--- config.mk ---
export PLATFORM = sky130hd
export DESIGN_NAME = rc_pulse_light_sequencer
export DESIGN_NICKNAME = d
export VERILOG_FILES = /design/src/sv/rcpls_pkg.sv /design/src/sv/rcpls_csr.sv /design/src/sv/rcpls_step.sv /design/src/sv/rc_pulse_light_sequencer.sv
export SDC_FILE = /design/constraint.sdc
export NUM_CORES = 1
export LEC_CHECK = 0
export BUFFER_PORTS_ARGS = -buffer_cell sky130_fd_sc_hd__buf_2
export CAP_MARGIN = 0
export CORE_MARGIN = 2
export CORE_UTILIZATION = 35
export CTS_BUF_LIST = sky130_fd_sc_hd__clkbuf_8
export DETAILED_ROUTE_END_ITERATION = 12
export HOLD_SLACK_MARGIN = 0.06
export PLACE_DENSITY_LB_ADDON = 0.08
export SLEW_MARGIN = 0
export SYNTH_ARGS = -nofsm -noshare
export SYNTH_HDL_FRONTEND = slang
export SYNTH_HIERARCHICAL = 1
export SYNTH_SLANG_ARGS = --single-unit
--- constraint.sdc ---
create_clock -name clock -period 6.2 [get_ports clock]
set_clock_uncertainty 0.1 [all_clocks]
set_input_delay 0.93 -clock clock [delete_from_list [all_inputs] [get_ports clock]]
set_output_delay 0.93 -clock clock [all_outputs]
set_load 0.03 [all_outputs]
--- src/sv/rcpls_pkg.sv ---
// ----------------------------------------------------------------------------
// rcpls_pkg: shared types and constants of the RC pulse light sequencer
// Register map, reset values, configuration and result bundles.
// ----------------------------------------------------------------------------
package rcpls_pkg;

   // field widths
   localparam int unsigned WidthW    = 16;
   localparam int unsigned LevelW    = 8;
   localparam int unsigned FadeTimeW = 20;
   localparam int unsigned StrobeW   = 22;
   localparam int unsigned FlashW    = 20;

   // register port geometry
   localparam int unsigned CsrAddrW  = 5;
   localparam int unsigned CsrDataW  = 32;

   // register reset values
   localparam logic [WidthW-1:0]    LowThresholdReset   = 16'd1000;
   localparam logic [WidthW-1:0]    HighThresholdReset  = 16'd1800;
   localparam logic [LevelW-1:0]    FadeMinReset        = 8'd10;
   localparam logic [LevelW-1:0]    FadeMaxReset        = 8'd75;
   localparam logic [FadeTimeW-1:0] FadeIntervalReset   = 20'd25000;
   localparam logic [StrobeW-1:0]   StrobeIntervalReset = 22'd2000000;
   localparam logic [FlashW-1:0]    FlashTimeReset      = 20'd50000;

   // full beacon level during a flash
   localparam logic [LevelW-1:0]    LevelFull           = 8'd255;

   // register indexes (byte address / 4)
   typedef enum logic [2:0] {
      REG_LOW_THRESHOLD   = 3'd0,
      REG_HIGH_THRESHOLD  = 3'd1,
      REG_FADE_MIN        = 3'd2,
      REG_FADE_MAX        = 3'd3,
      REG_FADE_INTERVAL   = 3'd4,
      REG_STROBE_INTERVAL = 3'd5,
      REG_FLASH_TIME      = 3'd6
   } reg_index_type;

   typedef struct packed {
      logic [WidthW-1:0]    low_threshold;
      logic [WidthW-1:0]    high_threshold;
      logic [LevelW-1:0]    fade_min;
      logic [LevelW-1:0]    fade_max;
      logic [FadeTimeW-1:0] fade_interval;
      logic [StrobeW-1:0]   strobe_interval;
      logic [FlashW-1:0]    flash_time;
   } cfg_type;

   // result beat, nav_on in the lowest bit
   typedef struct packed {
      logic [WidthW-1:0] pulse_width;
      logic [LevelW-1:0] beacon_two_level;
      logic [LevelW-1:0] beacon_one_level;
      logic              strobe_on;
      logic              landing_on;
      logic              nav_on;
   } rsp_type;

   localparam int unsigned RspW     = $bits(rsp_type);
   localparam int unsigned RspBytes = (RspW + 7) / 8;

endpackage

--- src/sv/rcpls_csr.sv ---
// ----------------------------------------------------------------------------
// rcpls_csr: configuration register file
// APB-style write and read of the seven sequencer settings.
// ----------------------------------------------------------------------------
module rcpls_csr (
   input  logic                              clock,
   input  logic                              reset,
   input  logic                              csr_psel,
   input  logic                              csr_penable,
   input  logic                              csr_pwrite,
   input  logic [rcpls_pkg::CsrAddrW-1:0]    csr_paddr,
   input  logic [rcpls_pkg::CsrDataW-1:0]    csr_pwdata,
   output logic [rcpls_pkg::CsrDataW-1:0]    csr_prdata,
   output logic                              csr_pready,
   output rcpls_pkg::cfg_type                cfg
);

   rcpls_pkg::cfg_type cfg_ff;
   logic               wr_en;
   logic [2:0]         reg_index;

   assign csr_pready = 1'b1;
   assign wr_en      = csr_psel && csr_penable && csr_pwrite && csr_pready;
   assign reg_index  = csr_paddr[4:2];
   assign cfg        = cfg_ff;

   // write the addressed register, drop unknown indexes
   always_ff @(posedge clock) begin
      if (reset) begin
         cfg_ff.low_threshold   <= rcpls_pkg::LowThresholdReset;
         cfg_ff.high_threshold  <= rcpls_pkg::HighThresholdReset;
         cfg_ff.fade_min        <= rcpls_pkg::FadeMinReset;
         cfg_ff.fade_max        <= rcpls_pkg::FadeMaxReset;
         cfg_ff.fade_interval   <= rcpls_pkg::FadeIntervalReset;
         cfg_ff.strobe_interval <= rcpls_pkg::StrobeIntervalReset;
         cfg_ff.flash_time      <= rcpls_pkg::FlashTimeReset;
      end else if (wr_en) begin
         case (reg_index)
            rcpls_pkg::REG_LOW_THRESHOLD: begin
               cfg_ff.low_threshold <= csr_pwdata[rcpls_pkg::WidthW-1:0];
            end
            rcpls_pkg::REG_HIGH_THRESHOLD: begin
               cfg_ff.high_threshold <= csr_pwdata[rcpls_pkg::WidthW-1:0];
            end
            rcpls_pkg::REG_FADE_MIN: begin
               cfg_ff.fade_min <= csr_pwdata[rcpls_pkg::LevelW-1:0];
            end
            rcpls_pkg::REG_FADE_MAX: begin
               cfg_ff.fade_max <= csr_pwdata[rcpls_pkg::LevelW-1:0];
            end
            rcpls_pkg::REG_FADE_INTERVAL: begin
               cfg_ff.fade_interval <= csr_pwdata[rcpls_pkg::FadeTimeW-1:0];
            end
            rcpls_pkg::REG_STROBE_INTERVAL: begin
               cfg_ff.strobe_interval <= csr_pwdata[rcpls_pkg::StrobeW-1:0];
            end
            rcpls_pkg::REG_FLASH_TIME: begin
               cfg_ff.flash_time <= csr_pwdata[rcpls_pkg::FlashW-1:0];
            end
            default: begin
            end
         endcase
      end
   end

   // read back, zero-extended
   always_comb begin
      case (reg_index)
         rcpls_pkg::REG_LOW_THRESHOLD:
            csr_prdata = {16'd0, cfg_ff.low_threshold};
         rcpls_pkg::REG_HIGH_THRESHOLD:
            csr_prdata = {16'd0, cfg_ff.high_threshold};
         rcpls_pkg::REG_FADE_MIN:
            csr_prdata = {24'd0, cfg_ff.fade_min};
         rcpls_pkg::REG_FADE_MAX:
            csr_prdata = {24'd0, cfg_ff.fade_max};
         rcpls_pkg::REG_FADE_INTERVAL:
            csr_prdata = {12'd0, cfg_ff.fade_interval};
         rcpls_pkg::REG_STROBE_INTERVAL:
            csr_prdata = {10'd0, cfg_ff.strobe_interval};
         rcpls_pkg::REG_FLASH_TIME:
            csr_prdata = {12'd0, cfg_ff.flash_time};
         default:
            csr_prdata = '0;
      endcase
   end

endmodule

--- src/sv/rcpls_step.sv ---
// ----------------------------------------------------------------------------
// rcpls_step: per-tick sequencer state and next-state logic
// Pulse measurement, fade triangle, beacon flash and strobe burst timers.
// ----------------------------------------------------------------------------
module rcpls_step (
   input  logic               clock,
   input  logic               reset,
   input  rcpls_pkg::cfg_type cfg,
   input  logic               tick,
   input  logic               rc_level,
   output rcpls_pkg::rsp_type result
);

   localparam logic [1:0] StrobeIdle = 2'd0;
   localparam logic [1:0] StrobeOne  = 2'd1;
   localparam logic [1:0] StrobeTwo  = 2'd3;

   // state
   logic                               prev_level_ff, prev_level_in;
   logic [rcpls_pkg::WidthW-1:0]       pulse_count_ff, pulse_count_in;
   logic [rcpls_pkg::WidthW-1:0]       latched_width_ff, latched_width_in;
   logic [rcpls_pkg::LevelW-1:0]       fade_level_ff, fade_level_in;
   logic                               fade_rising_ff, fade_rising_in;
   logic [rcpls_pkg::FadeTimeW-1:0]    fade_elapsed_ff, fade_elapsed_in;
   logic [rcpls_pkg::StrobeW-1:0]      strobe_elapsed_ff, strobe_elapsed_in;
   logic [rcpls_pkg::FlashW-1:0]       flash_timer_ff, flash_timer_in;
   logic                               flash_which_ff, flash_which_in;
   logic [1:0]                         strobe_phase_ff, strobe_phase_in;
   logic [rcpls_pkg::FlashW-1:0]       phase_timer_ff, phase_timer_in;

   // intermediates
   logic                               switch_on;
   logic                               landing;
   logic                               fade_step;
   logic                               fade_end;
   logic [rcpls_pkg::LevelW-1:0]       fade_next;
   logic [1:0]                         phase_next;
   logic [rcpls_pkg::LevelW-1:0]       beacon_one;
   logic [rcpls_pkg::LevelW-1:0]       beacon_two;

   always_comb begin
      // measure the high pulse, latch on the falling edge
      pulse_count_in   = pulse_count_ff;
      latched_width_in = latched_width_ff;
      if (rc_level) begin
         if (!prev_level_ff) begin
            pulse_count_in = 16'd1;
         end else if (pulse_count_ff != '1) begin
            pulse_count_in = pulse_count_ff + 16'd1;
         end
      end else if (prev_level_ff) begin
         latched_width_in = pulse_count_ff;
      end
      prev_level_in = rc_level;

      // free-running elapsed counters, saturating
      fade_elapsed_in   = (fade_elapsed_ff == '1) ? fade_elapsed_ff
                                                  : fade_elapsed_ff + 20'd1;
      strobe_elapsed_in = (strobe_elapsed_ff == '1) ? strobe_elapsed_ff
                                                    : strobe_elapsed_ff + 22'd1;

      switch_on = latched_width_in > cfg.low_threshold;
      landing   = switch_on && (latched_width_in > cfg.high_threshold);

      fade_level_in   = fade_level_ff;
      fade_rising_in  = fade_rising_ff;
      flash_which_in  = flash_which_ff;
      flash_timer_in  = '0;
      strobe_phase_in = StrobeIdle;
      phase_timer_in  = '0;
      fade_step       = 1'b0;
      fade_next       = fade_rising_ff ? fade_level_ff + 8'd1 : fade_level_ff - 8'd1;
      fade_end        = (fade_next == cfg.fade_max) || (fade_next == cfg.fade_min);
      phase_next      = strobe_phase_ff + 2'd1;

      if (switch_on) begin
         // count the beacon flash down
         flash_timer_in = (flash_timer_ff != '0) ? flash_timer_ff - 20'd1 : '0;

         // step the fade, flash and turn at either end
         fade_step = (fade_elapsed_in > cfg.fade_interval) && (flash_timer_in == '0);
         if (fade_step) begin
            fade_level_in = fade_next;
            if (fade_end) begin
               flash_which_in = !fade_rising_ff;
               flash_timer_in = cfg.flash_time;
               fade_rising_in = !fade_rising_ff;
            end
            fade_elapsed_in = '0;
         end

         // sequence the strobe burst
         strobe_phase_in = strobe_phase_ff;
         phase_timer_in  = phase_timer_ff;
         if (strobe_phase_ff != StrobeIdle) begin
            if (phase_timer_ff > 20'd1) begin
               phase_timer_in = phase_timer_ff - 20'd1;
            end else begin
               strobe_phase_in = phase_next;
               phase_timer_in  = (phase_next != StrobeIdle) ? cfg.flash_time : '0;
            end
         end else if (strobe_elapsed_in > cfg.strobe_interval) begin
            strobe_phase_in   = StrobeOne;
            phase_timer_in    = cfg.flash_time;
            strobe_elapsed_in = '0;
         end
      end

      // beacon levels, full on the flashing one
      beacon_one = fade_level_in;
      beacon_two = cfg.fade_max - fade_level_in + cfg.fade_min;
      if (flash_timer_in != '0) begin
         if (flash_which_in) begin
            beacon_two = rcpls_pkg::LevelFull;
         end else begin
            beacon_one = rcpls_pkg::LevelFull;
         end
      end

      result.nav_on           = switch_on;
      result.landing_on       = landing;
      result.strobe_on        = switch_on && ((strobe_phase_in == StrobeOne) ||
                                              (strobe_phase_in == StrobeTwo));
      result.beacon_one_level = switch_on ? beacon_one : '0;
      result.beacon_two_level = switch_on ? beacon_two : '0;
      result.pulse_width      = latched_width_in;
   end

   // advance the state on each accepted tick
   always_ff @(posedge clock) begin
      if (reset) begin
         prev_level_ff     <= 1'b0;
         pulse_count_ff    <= '0;
         latched_width_ff  <= '0;
         fade_level_ff     <= rcpls_pkg::FadeMinReset;
         fade_rising_ff    <= 1'b1;
         fade_elapsed_ff   <= '0;
         strobe_elapsed_ff <= '0;
         flash_timer_ff    <= '0;
         flash_which_ff    <= 1'b0;
         strobe_phase_ff   <= StrobeIdle;
         phase_timer_ff    <= '0;
      end else if (tick) begin
         prev_level_ff     <= prev_level_in;
         pulse_count_ff    <= pulse_count_in;
         latched_width_ff  <= latched_width_in;
         fade_level_ff     <= fade_level_in;
         fade_rising_ff    <= fade_rising_in;
         fade_elapsed_ff   <= fade_elapsed_in;
         strobe_elapsed_ff <= strobe_elapsed_in;
         flash_timer_ff    <= flash_timer_in;
         flash_which_ff    <= flash_which_in;
         strobe_phase_ff   <= strobe_phase_in;
         phase_timer_ff    <= phase_timer_in;
      end
   end

endmodule

--- src/sv/rc_pulse_light_sequencer.sv ---
// ----------------------------------------------------------------------------
// rc_pulse_light_sequencer: RC-controlled navigation, landing, beacon, strobe
// A result beat appears on rsp_ in the cycle after its tick is accepted.
// Throughput: one tick per cycle unless rsp_ stalls; tick logic is one pass
// from state to the output register; req_tready stays high while it drains.
// Reset (synchronous): state to its idle values, registers to their defaults,
// output register empty; no tick is taken while reset is high.
// ----------------------------------------------------------------------------
module rc_pulse_light_sequencer (
   input  logic                                 clock,
   input  logic                                 reset,
   // input ticks
   input  logic                                 req_tvalid,
   output logic                                 req_tready,
   input  logic [7:0]                           req_tdata,   // [0] rc_level
   // result beats
   output logic                                 rsp_tvalid,
   input  logic                                 rsp_tready,
   // [0] nav_on, [1] landing_on, [2] strobe_on, [10:3] beacon_one_level,
   // [18:11] beacon_two_level, [34:19] pulse_width, [39:35] zero
   output logic [rcpls_pkg::RspBytes*8-1:0]     rsp_tdata,
   // configuration
   input  logic                                 csr_psel,
   input  logic                                 csr_penable,
   input  logic                                 csr_pwrite,
   input  logic [rcpls_pkg::CsrAddrW-1:0]       csr_paddr,
   input  logic [rcpls_pkg::CsrDataW-1:0]       csr_pwdata,
   output logic [rcpls_pkg::CsrDataW-1:0]       csr_prdata,
   output logic                                 csr_pready
);

   rcpls_pkg::cfg_type cfg;
   rcpls_pkg::rsp_type result;
   rcpls_pkg::rsp_type rsp_data_ff;
   logic               rsp_valid_ff, rsp_valid_in;
   logic               accept;

   rcpls_csr u_csr (
      .clock       (clock),
      .reset       (reset),
      .csr_psel    (csr_psel),
      .csr_penable (csr_penable),
      .csr_pwrite  (csr_pwrite),
      .csr_paddr   (csr_paddr),
      .csr_pwdata  (csr_pwdata),
      .csr_prdata  (csr_prdata),
      .csr_pready  (csr_pready),
      .cfg         (cfg)
   );

   rcpls_step u_step (
      .clock    (clock),
      .reset    (reset),
      .cfg      (cfg),
      .tick     (accept),
      .rc_level (req_tdata[0]),
      .result   (result)
   );

   // take a tick whenever the output register is empty or draining
   assign req_tready   = !reset && (!rsp_valid_ff || rsp_tready);
   assign accept       = req_tvalid && req_tready;
   assign rsp_valid_in = accept || (rsp_valid_ff && !rsp_tready);

   always_ff @(posedge clock) begin
      if (reset) begin
         rsp_valid_ff <= 1'b0;
      end else begin
         rsp_valid_ff <= rsp_valid_in;
      end
   end

   // hold the beat until taken
   always_ff @(posedge clock) begin
      if (accept) begin
         rsp_data_ff <= result;
      end
   end

   assign rsp_tvalid = rsp_valid_ff;
   assign rsp_tdata  = {{(rcpls_pkg::RspBytes*8-rcpls_pkg::RspW){1'b0}}, rsp_data_ff};

endmodule

== Word level (Yosys, flattened, before mapping) ==
Index checks and enable logic that the tools add are counted.

* Reduce and logical (&&, ||, !) cells: 32
* Muxes and demuxes: 35
* Equality and inequality tests: 15
* Magnitude comparators: 5
* Add/subtract/negate cells: 10

{| class="wikitable"
|+ Operators by type and width
! cell !! number
|-
| $mux 20 || 12
|-
| $pmux 22 s7 || 1
|-
| $mux 22 || 4
|-
| $mux 16 || 4
|-
| $mux 8 || 7
|-
| $reduce_bool 20->1 || 2
|-
| $sub 20x1->20 const B || 2
|-
| $gt 16x16->1 || 2
|-
| $add 22x1->22 const B || 1
|-
| $eq 22x22->1 const B || 1
|-
| $gt 22x22->1 || 1
|-
| $add 20x1->20 const B || 1
|-
| $eq 20x20->1 const B || 1
|-
| $gt 20x1->1 const B || 1
|-
| $gt 20x20->1 || 1
|-
| $logic_not 20->1 || 1
|-
| $add 16x1->16 const B || 1
|-
| $eq 8x8->1 || 2
|-
| $ne 16x16->1 const B || 1
|-
| $reduce_and 2->1 || 8
|-
| $eq 3x3->1 const B || 3
|-
| $add 8x1->8 const B || 1
|-
| $add 8x8->8 || 1
|-
| $logic_and 1x1->1 || 8
|-
| 17 further kinds || 30
|}

* Bits in registers: 273
* Word-level logic and storage cells: 122

== Logic depth before layout (Yosys ltp) ==
* Word-level depth: 10
* Gate-level depth with buffers: 30

== Cells and area by module ==
Netlist, hierarchy kept.

{| class="wikitable"
|+ Modules (own cells, without submodules)
! module !! cells an instance !! times used !! sequential area each (um^2) !! area an instance (um^2)
|-
| rcpls_step || 1337 || 1 || 2542.4 || 10367.4
|-
| rcpls_csr || 592 || 1 || 2202.1 || 5529.1
|-
| rc_pulse_light_sequencer || 46 || 1 || 1071.0 || 1152.4
|}

== Least setup slack after synthesis ==
Ideal clock, no wire load.

* Kind: input to register
* Start: input req_tdata[0]
* End: register rsp_data_ff (netlist bit rsp_tdata[18]) (data pin)
* Path slack: 0.084 ns
* Stages: 25
* Arrival: 5.745 ns
* Library setup time: 0.271 ns
* Required time: 5.829 ns
* Cells stage by stage: nand2b_1 clkbuf_1 buf_1 mux2_2 ha_1 a21oi_1 a211oi_1 a2111oi_0 o211ai_1 nand2_1 clkinv_1 nand3_2 buf_2 nor2_1 a21oi_1 xor2_1 ha_1 ha_1 a21o_1 a21o_1 a21oi_1 o21ai_0 xnor2_1 xnor2_1 o22ai_1

{| class="wikitable"
|+ RTL lines
! element !! RTL line !! RTL
|-
| from (decl) || rc_pulse_light_sequencer.sv:15 || <nowiki>input logic [7:0] req_tdata,</nowiki>
|-
| to (signal assigned) || rc_pulse_light_sequencer.sv:76 || <nowiki>rsp_data_ff <= result;</nowiki>
|-
| to (decl) || rc_pulse_light_sequencer.sv:34 || <nowiki>rcpls_pkg::rsp_type rsp_data_ff;</nowiki>
|}

== Worst setup path in the final report ==
* Start: register u_step/fade_elapsed_ff[6] (netlist bit)
* End: register rsp_data_ff (netlist bit rsp_tdata[17]) (data pin)

* Word-level cells in the longest chain between the ends: 10
* Elaborated cells on any way between the ends: 16
* Classes of those cells: 3 x add/sub; 1 x order compare; 1 x eq/ne; 9 x mux; 2 x reduce/logical

{| class="wikitable"
|+ Ends and longest elaborated chain
! element !! RTL line !! RTL
|-
| from (decl) || rcpls_step.sv:24 || <nowiki>logic [rcpls_pkg::FadeTimeW-1:0] fade_elapsed_ff, fade_elapsed_in;</nowiki>
|-
| from (signal assigned) || rcpls_step.sv:149 || <nowiki>fade_elapsed_ff <= fade_elapsed_in;</nowiki>
|-
| $add 20x1->20 / $eq 20x20->1 (equally long branches) || rcpls_step.sv:58, rcpls_step.sv:57 ||
|-
| $mux 20 (*) || rcpls_step.sv:57 || <nowiki>fade_elapsed_in = (fade_elapsed_ff == '1) ? fade_elapsed_ff</nowiki>
|-
| $gt 20x20->1 (*) || rcpls_step.sv:81 || <nowiki>fade_step = (fade_elapsed_in > cfg.fade_interval) && (flash_timer_in == '0);</nowiki>
|-
| $logic_and 1x1->1 (*) || rcpls_step.sv:81 ||
|-
| $mux 8 (*) || rcpls_step.sv:82 || <nowiki>if (fade_step) begin</nowiki>
|-
| $mux 8 (*) || rcpls_step.sv:76 || <nowiki>if (switch_on) begin</nowiki>
|-
| via u_step.fade_level_in (one bit) || rcpls_step.sv:22 || <nowiki>logic [rcpls_pkg::LevelW-1:0] fade_level_ff, fade_level_in;</nowiki>
|-
| $sub 8x8->8 (*) || rcpls_step.sv:111 || <nowiki>beacon_two = cfg.fade_max - fade_level_in + cfg.fade_min;</nowiki>
|-
| $add 8x8->8 (*) || rcpls_step.sv:111 ||
|-
| $mux 8 || rcpls_step.sv:113 || <nowiki>if (flash_which_in) begin</nowiki>
|-
| $mux 8 (*) || rcpls_step.sv:112 || <nowiki>if (flash_timer_in != '0) begin</nowiki>
|}

The timed path passes the listed nets; every way through them passes the cells marked *.
A chain may end at the register's enable or synchronous reset.

==> impl_metrics.csv <==
group,metric,value,unit
worst_setup_path,crit_buf_inv,4,
clocking,clock_latency,660,ps
synthesis,ys_seq_elements,273,
global_route,overflow,0,
clocking,cts_buffers,53,
sta,finalHoldViolCount,0,
die,die-area,0.0505,sq mm
routing,drc,0,
outcome,status,"complete, no violations",
global_route,grt_use_total,22.1,%
worst_hold_path,hp-class,"reg2reg",
routing,vias_per_cell,5.45,
routing,dr.pass1.iters,6,
pwr,p_int,3.19,mW
clocking,cts_tree,"done",
layout,areaGrowthSynthToFinish,13.0,%
pwr,leakage,8.24,nW
clocking,htree_num_levels,2,
global_route,met2_usage,34.3,%
sta,finalWorstSetupSlack,316,ps
layout,nFillCells,4874,
global_route,grt_pass1_wl,86.1,mm
global_route,grt_pass1_vias,14000,
synthesis,synth.most_common_cell,"dfxtp_1",
sta,fin_crit_sh,94.9,%
global_route,met3_usage,3.27,%
routing,wirelength,56.1,mm
synthesis,yosysSeqAreaShare,34.1,%
clocking,clockBufferDepth,3,
place,pre_cts_ws,-20.8,ps
layout,final_layout_size_suffix_gt1_share,14.7,%
sta,fmax,170,MHz
layout,regArea,0.00582,sq mm
pwr,p_clk_share,41.8,%
die,core,0.0479,sq mm
synthesis,synth.area.top_cells,"dfxtp_1 28%, ha_1 7.3%, mux2i_1 6.9%",
sta,timing.final.crit_period,5880,ps
synthesis,ys_warn_count,6,
worst_setup_path,worstPathRequired,6480,ps
synthesis,syn-cell-area,0.0170,sq mm
sta,drv_slew,0,
pwr,sw_frac_of_total,30.7,%
global_route,top_usage_layer,"met2",
pwr,power_density,239,mW/mm^2
worst_setup_path,max_stage_delay,410,ps
sta,tightest_slew,1160,ps
sta,holdWs,381,ps
layout,final_util,40.2,%
place,port_buffers,91,
synthesis,yosysTopAreaCell,"dfxtp_1",
die,dieHeight,225,um
synthesis,synth-async-reset-ratio,0,%
pwr,combPwrFrac,17.3,%
clocking,cts_root_buf,"clkbuf_8",
sta,slew_headroom,22.5,%
die,die_x,225,um
global_route,antenna_found_initial,3,
worst_setup_path,critPathTopFamily,"simple AND/OR/NAND/NOR gates",
worst_setup_path,crit_type,"reg2reg",
routing,vias,14800,
die,num_rows,80,
worst_setup_path,crit_arrival,6160,ps
worst_setup_path,path_max_fanout,6,
synthesis,syn_inst,1975,
global_route,grt_max_degree,103,
routing,ant_nets,0,
layout,multiInputGateArea,0.0103,sq mm
worst_setup_path,slowest_stage,"a2111o_1",
worst_setup_path,end_kind,"flop",
layout,fin_nets,2214,
synthesis,synth_top_area_share,27.9,%
die,initial_core_util,35.6,%
routing,drt_iter0_drc,1040,
pwr,peakVddDrop,0.000122,V
pwr,pwr-share-seq,40.8,%
synthesis,synthDistinctLibCells,92,
sta,setup_viol,0,
job,max_cap_violations,0,
clocking,clk_pin_slew_worst_paths,60,ps
clocking,cts_sinks,273,
die,ios,127,
global_route,use_met1,31.2,%
synthesis,syn_avg_cell_area,8.63,sq um
synthesis,synth_top_cells_by_count,"238 x dfxtp_1, 226 x nor2_1, 117 x mux2i_1, 107 x a21oi_1, 101 x inv_1",
worst_setup_path,crit_path_start_kind,"flop",
routing,routedWlPerCell,20.7,um
pwr,switchingPower,1.42,mW
place,gp_congestion,0.848,
synthesis,synthFlopType,"dfxtp_1",
place,dp_hpwl,40.8,mm
synthesis,synth_edf_count,35,
==> cell type report <==
class / count / area share [%]
diodes: 1 / 0.0130
clock buffers: 72 / 5.14
clock inverters: 24 / 0.682
inverters: 102 / 1.99
multi-input cells: 1481 / 53.3
flip-flops and latches: 273 / 30.2
well taps: 615 / 4.00
repair buffers: 147 / 4.70
==> metal layers <==
| layer | vias to the layer above | wire length [um] |
|---|---|---|
| met4 | 0 | 1700 |
| met1 | 7159 | 26600 |
| met5 | - | 0 |
| met2 | 380 | 24800 |
| li1 | 7168 | - |
| met3 | 93 | 2950 |
==> power by group through the flow <==
stage          Clock [mW]  Combinational (mW)  Sequential [mW]
6_report             1.93               0.798             1.88
4_1_cts              2.00               0.789             1.88
2_1_floorplan           0               0.549             1.93
3_3_place_gp            0               0.783             1.92
3_5_place_dp            0               0.787             1.92
5_1_grt              2.07               0.869             1.88
==> state kept, by name, indices dropped and copies added, names as in the netlist <==
register and flops:
rsp_tdata 35, rsp_tvalid 1, u_csr/cfg 110, u_step/fade_elapsed_ff 20, u_step/fade_level_ff 8, u_step/fade_rising_ff 1, u_step/flash_timer_ff 20, u_step/flash_which_ff 1
u_step/latched_width_ff 16, u_step/phase_timer_ff 20, u_step/prev_level_ff 1, u_step/pulse_count_ff 16, u_step/strobe_elapsed_ff 22, u_step/strobe_phase_ff 2
==> per-stage QoR <==
| stage | instances | cell area, sq um | TNS [ps] | power (mW) |
|---|---|---|---|---|
| 2_1_floorplan | 1988 | 17100 | 0 | 2.48 |
| 6_report | 2715 | 19300 | 0 | 4.61 |
| 4_1_cts | 2709 | 19200 | 0 | 4.67 |
| 3_5_place_dp | 2613 | 18000 | -20.8 | 2.70 |
| 5_1_grt | 2714 | 19300 | -23.4 | 4.82 |
| 3_3_place_gp | 2613 | 18000 | 0 | 2.70 |
==> final timing paths <==
path,from,endpoint,slack (ps),cells after the start
worst max-delay path,u_step/fade_elapsed_ff[6],rsp_tdata[17],320,27
worst min-delay path,u_step/latched_width_ff[9],u_step/latched_width_ff[9],380,2
worst max register to register,u_step/fade_elapsed_ff[6],rsp_tdata[17],320,27
worst min register to register,u_step/latched_width_ff[9],u_step/latched_width_ff[9],380,2
==> layout by cell type, fill, tap and decap left out, types with 68 or more instances in the layout <==
cell | synthesis | routed
buf_2 | 21 | 90
nand2b_1 | 68 | 68
nor2_1 | 226 | 225
mux2i_1 | 117 | 117
a21oi_1 | 107 | 103
o21ai_0 | 84 | 81
inv_1 | 101 | 113
clkbuf_8 | 0 | 73
nand3_1 | 87 | 86
nand2_1 | 97 | 97
ha_1 | 99 | 98
dfxtp_1 | 238 | 236
==> worst reg2reg max path, delay by kind of cell, from the launching register on <==
kind | cells | cell delay [ps]
compound gates | 7 | 1570
xor+xnor | 3 | 440
fa+ha+maj | 4 | 1120
buf+inv | 4 | 420
flops | 1 | 330
simple gates | 9 | 1620
==> cell families after synthesis <==
| kind of cell | Yosys count | share of synthesized area (%) |
|---|---|---|
| other cells | 3 | 0.0660 |
| buf+inv | 234 | 6.39 |
| flops | 273 | 34.1 |
| compound gates | 406 | 15.6 |
| fa+ha+maj | 104 | 7.85 |
| mux | 143 | 8.59 |
| simple gates | 701 | 21.3 |
| xor+xnor | 111 | 6.03 |
==> what timing repair did <==
action / in CTS / in global routing
hold buffers: 0 / 0
pin swaps: 0 / 10
gates cloned: 0 / 0
endpoints found under the setup margin: 1 / 4
resized for setup: 2 / 19
setup buffers: 0 / 5
Power figures use the tool's default switching activity.
